`src/hdl/rofd_pkg.sv`:
```
// Shared types and constants for the remote drive unit.
// Used by rofd_step, the top level and the checker; depends on nothing.
package rofd_pkg;

	localparam int DIST_W       = 10;
	localparam int DIV100_SHIFT = 23;
	localparam logic [16:0] DIV100_MUL = 17'd83887;

	localparam logic [7:0] KEY_SPD_P100 = 8'h45;
	localparam logic [7:0] KEY_SPD_P75  = 8'h46;
	localparam logic [7:0] KEY_SPD_P50  = 8'h47;
	localparam logic [7:0] KEY_SPD_P25  = 8'h44;
	localparam logic [7:0] KEY_SPD_N25  = 8'h43;
	localparam logic [7:0] KEY_SPD_N50  = 8'h07;
	localparam logic [7:0] KEY_SPD_N75  = 8'h15;
	localparam logic [7:0] KEY_SPD_N100 = 8'h09;
	localparam logic [7:0] KEY_HALT     = 8'h40;
	localparam logic [7:0] KEY_STOP     = 8'h1C;
	localparam logic [7:0] KEY_SPD_INC  = 8'h16;
	localparam logic [7:0] KEY_SPD_DEC  = 8'h0D;
	localparam logic [7:0] KEY_FOLLOW   = 8'h19;
	localparam logic [7:0] KEY_AVOID    = 8'h18;
	localparam logic [7:0] KEY_BACK     = 8'h52;
	localparam logic [7:0] KEY_LEFT     = 8'h08;
	localparam logic [7:0] KEY_RIGHT    = 8'h5A;

	localparam logic [7:0] SPD_ZERO  = 8'h00;
	localparam logic [7:0] SPD_P100  = 8'd100;
	localparam logic [7:0] SPD_P75   = 8'd75;
	localparam logic [7:0] SPD_P50   = 8'd50;
	localparam logic [7:0] SPD_P25   = 8'd25;
	localparam logic [7:0] SPD_N25   = 8'hE7;
	localparam logic [7:0] SPD_N50   = 8'hCE;
	localparam logic [7:0] SPD_N75   = 8'hB5;
	localparam logic [7:0] SPD_N100  = 8'h9C;
	localparam logic [7:0] SPD_WRAP_P = 8'h65;
	localparam logic [7:0] SPD_WRAP_N = 8'h9B;
	localparam logic signed [7:0] SPD_FAR_LIMIT = 8'sd80;

	localparam logic [2:0] ACT_STOP  = 3'd0;
	localparam logic [2:0] ACT_FWD   = 3'd1;
	localparam logic [2:0] ACT_BACK  = 3'd2;
	localparam logic [2:0] ACT_LEFT  = 3'd3;
	localparam logic [2:0] ACT_RIGHT = 3'd4;

	localparam logic [1:0] MODE_MANUAL = 2'd0;
	localparam logic [1:0] MODE_AVOID  = 2'd1;
	localparam logic [1:0] MODE_FOLLOW = 2'd2;

	localparam logic [2:0] FS_NONE   = 3'd0;
	localparam logic [2:0] FS_NEAR   = 3'd1;
	localparam logic [2:0] FS_FAR    = 3'd2;
	localparam logic [2:0] FS_LOST_L = 3'd3;
	localparam logic [2:0] FS_LOST_F = 3'd4;
	localparam logic [2:0] FS_LOST_R = 3'd5;

	localparam logic [1:0] DIR_UNKNOWN = 2'd0;
	localparam logic [1:0] DIR_LEFT    = 2'd1;
	localparam logic [1:0] DIR_FRONT   = 2'd2;
	localparam logic [1:0] DIR_RIGHT   = 2'd3;

	localparam logic [1:0] CFG_AVOID_NEAR = 2'd0;
	localparam logic [1:0] CFG_AVOID_FAR  = 2'd1;
	localparam logic [1:0] CFG_FOLLOW_MIN = 2'd2;
	localparam logic [1:0] CFG_FOLLOW_MAX = 2'd3;

	localparam logic [7:0] RST_AVOID_NEAR = 8'd15;
	localparam logic [7:0] RST_AVOID_FAR  = 8'd50;
	localparam logic [7:0] RST_FOLLOW_MIN = 8'd15;
	localparam logic [7:0] RST_FOLLOW_MAX = 8'd50;

	typedef struct packed {
		logic [7:0] avoid_near;
		logic [7:0] avoid_far;
		logic [7:0] follow_min;
		logic [7:0] follow_max;
	} rofd_cfg_t;

	typedef struct packed {
		logic [7:0] speed;
		logic       avoid;
		logic       follow;
		logic [2:0] fstate;
		logic [1:0] tdir;
		logic       far_sel;
		logic [2:0] action;
		logic [7:0] aspeed;
	} rofd_state_t;

	localparam rofd_state_t STATE_RST = '{
		speed: SPD_ZERO, avoid: 1'b0, follow: 1'b0, fstate: FS_NONE,
		tdir: DIR_UNKNOWN, far_sel: 1'b0, action: ACT_STOP, aspeed: SPD_ZERO
	};

	typedef struct packed {
		logic       fresh;
		logic       rep;
		logic [7:0] key;
	} rofd_ir_t;

endpackage

```
`src/hdl/rofd_step.sv`:
```
// Next-state logic for one control tick: key handling, avoid steering, follow machine.
// Depends on rofd_pkg.
module rofd_step import rofd_pkg::*; (
	input  rofd_state_t       cur,
	input  rofd_cfg_t         cfg,
	input  rofd_ir_t          ir,
	input  logic [DIST_W-1:0] ldist,
	input  logic [DIST_W-1:0] rdist,
	output rofd_state_t       nxt
);

	logic [DIST_W-1:0] thr;
	logic [DIST_W-1:0] mn;
	logic [DIST_W-1:0] mx;
	logic [2:0]        fs_key;
	logic              both_far;
	logic              fvalid;

	always_comb begin
		nxt = cur;
		if (ir.fresh || ir.rep) begin
			case (ir.key)
				KEY_SPD_P100: nxt.speed = SPD_P100;
				KEY_SPD_P75:  nxt.speed = SPD_P75;
				KEY_SPD_P50:  nxt.speed = SPD_P50;
				KEY_SPD_P25:  nxt.speed = SPD_P25;
				KEY_SPD_N25:  nxt.speed = SPD_N25;
				KEY_SPD_N50:  nxt.speed = SPD_N50;
				KEY_SPD_N75:  nxt.speed = SPD_N75;
				KEY_SPD_N100: nxt.speed = SPD_N100;
				KEY_HALT: begin
					nxt.follow = 1'b0;
					nxt.avoid  = 1'b0;
					nxt.speed  = SPD_ZERO;
					nxt.action = ACT_STOP;
					nxt.aspeed = SPD_ZERO;
				end
				KEY_STOP: begin
					nxt.follow = 1'b0;
					nxt.avoid  = 1'b0;
					nxt.action = ACT_STOP;
					nxt.aspeed = SPD_ZERO;
				end
				KEY_SPD_INC: nxt.speed = cur.speed + 8'd1;
				KEY_SPD_DEC: nxt.speed = cur.speed - 8'd1;
				KEY_FOLLOW: begin
					if (ir.fresh) begin
						nxt.follow = !cur.follow;
						nxt.avoid  = 1'b0;
						nxt.action = ACT_STOP;
						nxt.aspeed = SPD_ZERO;
						nxt.fstate = FS_NONE;
						nxt.tdir   = DIR_UNKNOWN;
					end
				end
				KEY_AVOID: begin
					nxt.follow = 1'b0;
					nxt.avoid  = 1'b1;
					nxt.action = ACT_FWD;
					nxt.aspeed = cur.speed;
				end
				KEY_BACK: begin
					nxt.follow = 1'b0;
					nxt.avoid  = 1'b0;
					nxt.action = ACT_BACK;
					nxt.aspeed = cur.speed;
				end
				KEY_LEFT: begin
					nxt.follow = 1'b0;
					nxt.avoid  = 1'b0;
					nxt.action = ACT_LEFT;
					nxt.aspeed = cur.speed;
				end
				KEY_RIGHT: begin
					nxt.follow = 1'b0;
					nxt.avoid  = 1'b0;
					nxt.action = ACT_RIGHT;
					nxt.aspeed = cur.speed;
				end
				default: ;
			endcase
			if (nxt.speed == SPD_WRAP_P || nxt.speed == SPD_WRAP_N) begin
				nxt.speed = SPD_ZERO;
			end
			nxt.far_sel = $signed(nxt.speed) > SPD_FAR_LIMIT;
		end

		thr      = {2'b00, (nxt.far_sel ? cfg.avoid_far : cfg.avoid_near)};
		mn       = {2'b00, cfg.follow_min};
		mx       = {2'b00, cfg.follow_max};
		both_far = (ldist > mx) && (rdist > mx);
		fs_key   = nxt.fstate;
		fvalid   = 1'b1;

		if (nxt.avoid) begin
			if (ldist < thr && rdist > thr) begin
				nxt.action = ACT_RIGHT;
				nxt.aspeed = nxt.speed;
			end else if (ldist > thr && rdist < thr) begin
				nxt.action = ACT_LEFT;
				nxt.aspeed = nxt.speed;
			end else if (ldist > thr && rdist > thr) begin
				nxt.action = ACT_FWD;
				nxt.aspeed = nxt.speed;
			end else if (ldist < thr && rdist < thr) begin
				nxt.action = ACT_RIGHT;
				nxt.aspeed = nxt.speed;
			end
		end else if (nxt.follow) begin
			case (fs_key)
				FS_NONE, FS_NEAR: begin
					nxt.action = ACT_STOP;
					nxt.aspeed = SPD_ZERO;
				end
				FS_FAR, FS_LOST_F: begin
					nxt.action = ACT_FWD;
					nxt.aspeed = nxt.speed;
				end
				FS_LOST_L: begin
					nxt.action = ACT_LEFT;
					nxt.aspeed = nxt.speed;
				end
				FS_LOST_R: begin
					nxt.action = ACT_RIGHT;
					nxt.aspeed = nxt.speed;
				end
				default: fvalid = 1'b0;
			endcase
			if (fvalid) begin
				if (ldist < mn && rdist > mn) begin
					nxt.fstate = FS_NEAR;
					nxt.tdir   = DIR_LEFT;
				end else if (ldist < mn && rdist < mn) begin
					nxt.fstate = FS_NEAR;
					nxt.tdir   = DIR_FRONT;
				end else if (ldist > mn && rdist < mn) begin
					nxt.fstate = FS_NEAR;
					nxt.tdir   = DIR_RIGHT;
				end else if (ldist > mn && ldist < mx && rdist > mx) begin
					nxt.fstate = FS_FAR;
					nxt.tdir   = DIR_LEFT;
				end else if (ldist > mn && ldist < mx && rdist > mn && rdist < mx) begin
					nxt.fstate = FS_FAR;
					nxt.tdir   = DIR_FRONT;
				end else if (ldist > mx && rdist > mn && rdist < mx) begin
					nxt.fstate = FS_FAR;
					nxt.tdir   = DIR_RIGHT;
				end else if (fs_key == FS_NONE) begin
					if (both_far) begin
						nxt.tdir = DIR_UNKNOWN;
					end
				end else if (fs_key == FS_NEAR || fs_key == FS_FAR) begin
					if (both_far && nxt.tdir != DIR_UNKNOWN) begin
						nxt.fstate = {1'b0, nxt.tdir} + 3'd2;
					end
				end
			end
		end
	end

endmodule

```
`src/hdl/remote_obstacle_follow_drive_fsm_unit.sv`:
```
// Top level of the remote drive unit: input register, divide-by-100 stage, state update.
// Depends on rofd_pkg and rofd_step.
//
//  channel | handshake             | payload
//  --------+-----------------------+---------------------------------------------------
//  in      | in_valid / in_ready   | ir_new_frame ir_repeat_frame ir_key_code
//          |                       | left_distance_raw right_distance_raw
//  out     | out_valid / out_ready | drive_action drive_speed speed_setting drive_mode
//          |                       | follow_state_out target_direction_out
//  cfg     | cfg_valid / cfg_ready | cfg_index cfg_data (cfg_ready is always high)
//
// One item per cycle while out_ready is high; each input passes through s1, s2 and the result registers.
// Stage s1 holds the raw item, s2 holds both distances in cm (one 16x17 multiply each),
// and the state update runs between s2 and the result registers.
// Each stage advances when the stage after it is empty or moving, so bubbles absorb stalls.
// Reset clears the pipeline, the drive state, and loads the default thresholds.
module remote_obstacle_follow_drive_fsm_unit import rofd_pkg::*; (
	input  logic        clk,
	input  logic        arst_n,
	input  logic        in_valid,
	output logic        in_ready,
	input  logic        ir_new_frame,
	input  logic        ir_repeat_frame,
	input  logic [7:0]  ir_key_code,
	input  logic [15:0] left_distance_raw,
	input  logic [15:0] right_distance_raw,
	output logic        out_valid,
	input  logic        out_ready,
	output logic [2:0]  drive_action,
	output logic signed [7:0] drive_speed,
	output logic signed [7:0] speed_setting,
	output logic [1:0]  drive_mode,
	output logic [2:0]  follow_state_out,
	output logic [1:0]  target_direction_out,
	input  logic        cfg_valid,
	output logic        cfg_ready,
	input  logic [1:0]  cfg_index,
	input  logic [7:0]  cfg_data
);

	logic              v_s1;
	rofd_ir_t          ir_s1;
	logic [15:0]       lraw_s1;
	logic [15:0]       rraw_s1;
	logic              v_s2;
	rofd_ir_t          ir_s2;
	logic [DIST_W-1:0] ldist_s2;
	logic [DIST_W-1:0] rdist_s2;
	logic              out_valid_q;
	rofd_state_t       st_q;
	rofd_state_t       st_nxt;
	rofd_cfg_t         cfg_q;
	logic [32:0]       lprod;
	logic [32:0]       rprod;
	logic              load_out;
	logic              en_s2;
	logic              en_s1;

	assign load_out = v_s2 && (!out_valid_q || out_ready);
	assign en_s2    = !v_s2 || load_out;
	assign en_s1    = !v_s1 || en_s2;
	assign in_ready = en_s1;
	assign cfg_ready = 1'b1;

	assign lprod = {17'b0, lraw_s1} * {16'b0, DIV100_MUL};
	assign rprod = {17'b0, rraw_s1} * {16'b0, DIV100_MUL};

	always_ff @(posedge clk or negedge arst_n) begin
		if (!arst_n) begin
			v_s1 <= 1'b0;
		end else if (en_s1) begin
			v_s1 <= in_valid;
		end
	end

	always_ff @(posedge clk) begin
		if (en_s1 && in_valid) begin
			ir_s1   <= '{fresh: ir_new_frame, rep: ir_repeat_frame, key: ir_key_code};
			lraw_s1 <= left_distance_raw;
			rraw_s1 <= right_distance_raw;
		end
	end

	always_ff @(posedge clk or negedge arst_n) begin
		if (!arst_n) begin
			v_s2 <= 1'b0;
		end else if (en_s2) begin
			v_s2 <= v_s1;
		end
	end

	always_ff @(posedge clk) begin
		if (en_s2 && v_s1) begin
			ir_s2    <= ir_s1;
			ldist_s2 <= lprod[DIV100_SHIFT +: DIST_W];
			rdist_s2 <= rprod[DIV100_SHIFT +: DIST_W];
		end
	end

	rofd_step u_step (
		.cur   (st_q),
		.cfg   (cfg_q),
		.ir    (ir_s2),
		.ldist (ldist_s2),
		.rdist (rdist_s2),
		.nxt   (st_nxt)
	);

	always_ff @(posedge clk or negedge arst_n) begin
		if (!arst_n) begin
			out_valid_q <= 1'b0;
			st_q        <= STATE_RST;
		end else begin
			if (load_out) begin
				st_q <= st_nxt;
			end
			if (load_out) begin
				out_valid_q <= 1'b1;
			end else if (out_ready) begin
				out_valid_q <= 1'b0;
			end
		end
	end

	always_ff @(posedge clk or negedge arst_n) begin
		if (!arst_n) begin
			cfg_q <= '{avoid_near: RST_AVOID_NEAR, avoid_far: RST_AVOID_FAR,
				follow_min: RST_FOLLOW_MIN, follow_max: RST_FOLLOW_MAX};
		end else if (cfg_valid) begin
			case (cfg_index)
				CFG_AVOID_NEAR: cfg_q.avoid_near <= cfg_data;
				CFG_AVOID_FAR:  cfg_q.avoid_far  <= cfg_data;
				CFG_FOLLOW_MIN: cfg_q.follow_min <= cfg_data;
				CFG_FOLLOW_MAX: cfg_q.follow_max <= cfg_data;
				default: ;
			endcase
		end
	end

	assign out_valid            = out_valid_q;
	assign drive_action         = st_q.action;
	assign drive_speed          = st_q.aspeed;
	assign speed_setting        = st_q.speed;
	assign drive_mode           = st_q.avoid ? MODE_AVOID :
		(st_q.follow ? MODE_FOLLOW : MODE_MANUAL);
	assign follow_state_out     = st_q.fstate;
	assign target_direction_out = st_q.tdir;

endmodule

```
`config.mk`:
```
export PLATFORM = sky130hd
export DESIGN_NAME = remote_obstacle_follow_drive_fsm_unit
export DESIGN_NICKNAME = d
export VERILOG_FILES = /design/src/hdl/rofd_pkg.sv /design/src/hdl/rofd_step.sv /design/src/hdl/remote_obstacle_follow_drive_fsm_unit.sv
export SDC_FILE = /design/constraint.sdc
export NUM_CORES = 1
export LEC_CHECK = 0
export ABC_AREA = 1
export BUFFER_PORTS_ARGS = -buffer_cell sky130_fd_sc_hd__buf_4
export CORE_MARGIN = 4
export CORE_UTILIZATION = 50
export DETAILED_ROUTE_END_ITERATION = 8
export PLACE_DENSITY = 0.77
export SLEW_MARGIN = 20
export SYNTH_ARGS = -nofsm -noshare
export SYNTH_HDL_FRONTEND = slang
export SYNTH_SLANG_ARGS = --single-unit
```
`constraint.sdc`:
```
create_clock -name clk -period 6.4 [get_ports clk]
set_clock_uncertainty 0.15 [all_clocks]
set_input_delay 1.28 -clock clk [delete_from_list [all_inputs] [get_ports clk]]
set_output_delay 1.28 -clock clk [all_outputs]
set_load 0.02 [all_outputs]
```
==> impl_metrics.json <==
{
  "grt_pass1_wl_mm": 65.6,
  "firstDrtPassIters": 5,
  "crit_fanout": 5,
  "fin_crit_sh_pct": 95.3,
  "globalplace.congestion": 0.921,
  "hp-class": "reg2reg",
  "overflow": 0,
  "synth_edf_count": 72,
  "start_util_pct": 51.0,
  "netlist_top_cells_area": "ha_1 (23%), fa_1 (22%), edfxtp_1 (12%), inv_1 (9.8%), dfrtp_1 (6.8%)",
  "die_w_um": 196,
  "crit_slowest_cell": "fa_1",
  "finalSetupViolCount": 0,
  "io_pins": 86,
  "max_freq_mhz": 164,
  "ys.flop_type": "edfxtp_1",
  "drt_iter0_drc": 612,
  "ys_top_cells_by_count": "inv_1 (461), ha_1 (320), nand2_1 (262)",
  "drt_wl_total_mm": 39.3,
  "fp.dieH_um": 196,
  "yosys.cell_count.top_type": "inv_1",
  "clockBufferDepth": 2,
  "tightest_slew_ns": 0.963,
  "critical_path.startpoint_type": "flip-flop",
  "async_reset_ff_share_pct": 46.3,
  "final_net_count": 2595,
  "cts_hold_buffers": 0,
  "synth-seq-cells": 134,
  "synth_seq_area_share_pct": 21.1,
  "crit_type": "reg2reg",
  "yosysTopAreaCell": "ha_1",
  "h-tree-depth": 4,
  "vias_per_cell": 5.28,
  "cts_tree": "yes",
  "antenna_cells": 0,
  "critPathRequiredTime_ns": 6.43,
  "ant_nets": 0,
  "path_buf_inv": 4,
  "syn2layout_area_growth_pct": 8.97,
  "clock-root-buffer": "clkbuf_16",
  "clk_transition_reported_paths_ns": 0.07,
  "maxSlewHeadroom_pct": 35.8,
  "cp.arrival_ns": 6.13,
  "die-area_um2": 38400,
  "hold_viol_final": 0,
  "min_period_ns": 6.10,
  "drive_gt1_share_pct": 8.99,
  "cts_buffers": 17,
  "std_cell_rows": 68,
  "grt_pass1_vias": 13700,
  "worstSetupEndpointType": "flip-flop",
  "finalSetupTns_ns": 0,
  "yosysTopAreaCellShare_pct": 22.6,
  "crit_family": "adder cells",
  "wl_per_cell_um": 15.8,
  "grt_setup_unrepaired": "no",
  "syn-cell-area_um2": 17700,
  "outcome": "complete, no violations",
  "syn_inst": 1956,
  "drv_slew": 0,
  "avgSynthCellArea_um2": 9.04,
  "ys_types": 60,
  "max_stage_delay_ns": 0.60,
  "syn-num-nets": 2528,
  "clkLatencyLatePin_ns": 0.44,
  "dp_hpwl_mm": 33.1,
  "io_buffer_count": 84,
  "grtUsageTotal_pct": 20.8,
  "antenna_found_initial": 0,
  "yosysWarnings": 0,
  "coreArea_um2": 34700,
  "critical_path.cell_chain": "fa_1 -> inv_1 -> fa_1 -> fa_1 -> fa_1 -> inv_1 -> fa_1 -> inv_1 -> fa_1 -> inv_1 -> ha_1 -> nand2_1 -> nor2_1 -> a211o_1 -> a21oi_1 -> o21a_1 -> o211ai_1 -> a21oi_1 -> o21ai_0 -> a21boi_2 -> o21ai_0 -> xor2_1",
  "grt_max_degree": 63,
  "drv_cap": 0,
  "cts_sinks": 134,
  "vias": 13200,
  "rrSetupSlack_ns": 0.30,
  "drc": 0,
  "crit_top_cell": "fa_1"
}
-- metrics by stage --
step / utilization, % / worst slack, ns / hold WS, ns / area (µm²) / instances
after CTS: 55.4 / 0.179 / 0.272 / 19200 / 2490
after global routing: 55.5 / 0.00980 / 0.276 / 19300 / 2491
after global placement: 53.7 / 0.364 / 0.254 / 18700 / 2458
final: 55.5 / 0.298 / 0.270 / 19300 / 2491
after floorplan: - / 0.533 / 0.250 / 17700 / 1956
after detailed placement: 53.7 / 0.200 / 0.258 / 18700 / 2458
-- cell type report --
type                            count  area (µm²)
Tap cell                          455         569
Timing Repair Buffer               90         676
Multi-Input combinational cell   1311       11900
Clock inverter                     14         165
Inverter                          469        1760
Sequential cell                   134        3730
Fill cell                        3009       15400
Clock buffer                       18         429
-- cells in the final DEF (no fill, tap or decap), types with 5 or more instances in the layout --
cell type,n
inv_1,459
ha_1,320
nand2_1,262
fa_1,194
nor2_1,121
buf_4,90
o21ai_0,88
a21oi_1,77
edfxtp_1,72
nand3_1,56
dfrtp_1,48
nand4_1,28
xor2_1,18
nor3_1,17
clkbuf_16,17
dfstp_2,14
nand2_2,12
o221ai_1,9
a22oi_1,9
inv_2,8
a211oi_1,7
a31oi_1,6
o211ai_1,6
mux2i_1,6
o21bai_1,5
nor4_1,5
nand3b_1,5
xnor2_1,5
-- sequential cells by signal, summed over array words and instances, names as in the netlist --
name,count
ir_s2,10
rdist_s2,10
follow_state_out,3
speed_setting,8
v_s2,1
drive_action,3
lraw_s1,16
cfg_q,32
rraw_s1,16
v_s1,1
ir_s1,10
target_direction_out,2
drive_speed,8
ldist_s2,10
st_q,3
out_valid,1
-- repair_timing --
item	4_1_cts	5_1_grt
setup endpoints to repair	0	6
setup buffers	0	1
gates resized for setup	0	6
hold endpoints to repair	0	0
-- worst reg2reg max path, delay by kind of cell (launching register included) --
kind	cells	cell delay [ns]
AND/OR/NAND/NOR	2	0.18
AO/OA/AOI/OAI	8	1.42
flip-flops	1	0.48
buffers and inverters	4	0.22
XOR/XNOR	1	0.09
adder cells (fa/ha/maj)	7	3.31
-- final timing paths --
path                       startpoint     endpoint  depth (start not counted)
max                        rraw_s1[3]  rdist_s2[6]                         22
min                          ir_s1[4]     ir_s2[4]                          0
max reg2reg                rraw_s1[3]  rdist_s2[6]                         22
min reg2reg                  ir_s1[4]     ir_s2[4]                          0
max in group asynchronous      arst_n    out_valid                          1
min in group asynchronous      arst_n    cfg_q[23]                          1
-- logic make-up after synthesis --
kind of cell	count (synthesis)	share of synthesized area [%]
multiplexers	7	0.403
adder cells (fa/ha/maj)	515	44.7
XOR/XNOR	23	1.14
flip-flops	134	21.1
AO/OA/AOI/OAI	238	7.91
AND/OR/NAND/NOR	527	13.2
buffers and inverters	511	11.5
other	1	0.0212
-- per-layer routing --
metal / share of wire, % / global-route usage, %
met5: 0 / 0
met4: 2.3 / 5.82
met3: 4.4 / 3.21
met2: 50 / 36.8
met1: 43 / 26.7
Power is left out: the tool's default activity adds up to more than one toggle a clock period on the data nets, which glitch-free logic cannot reach.
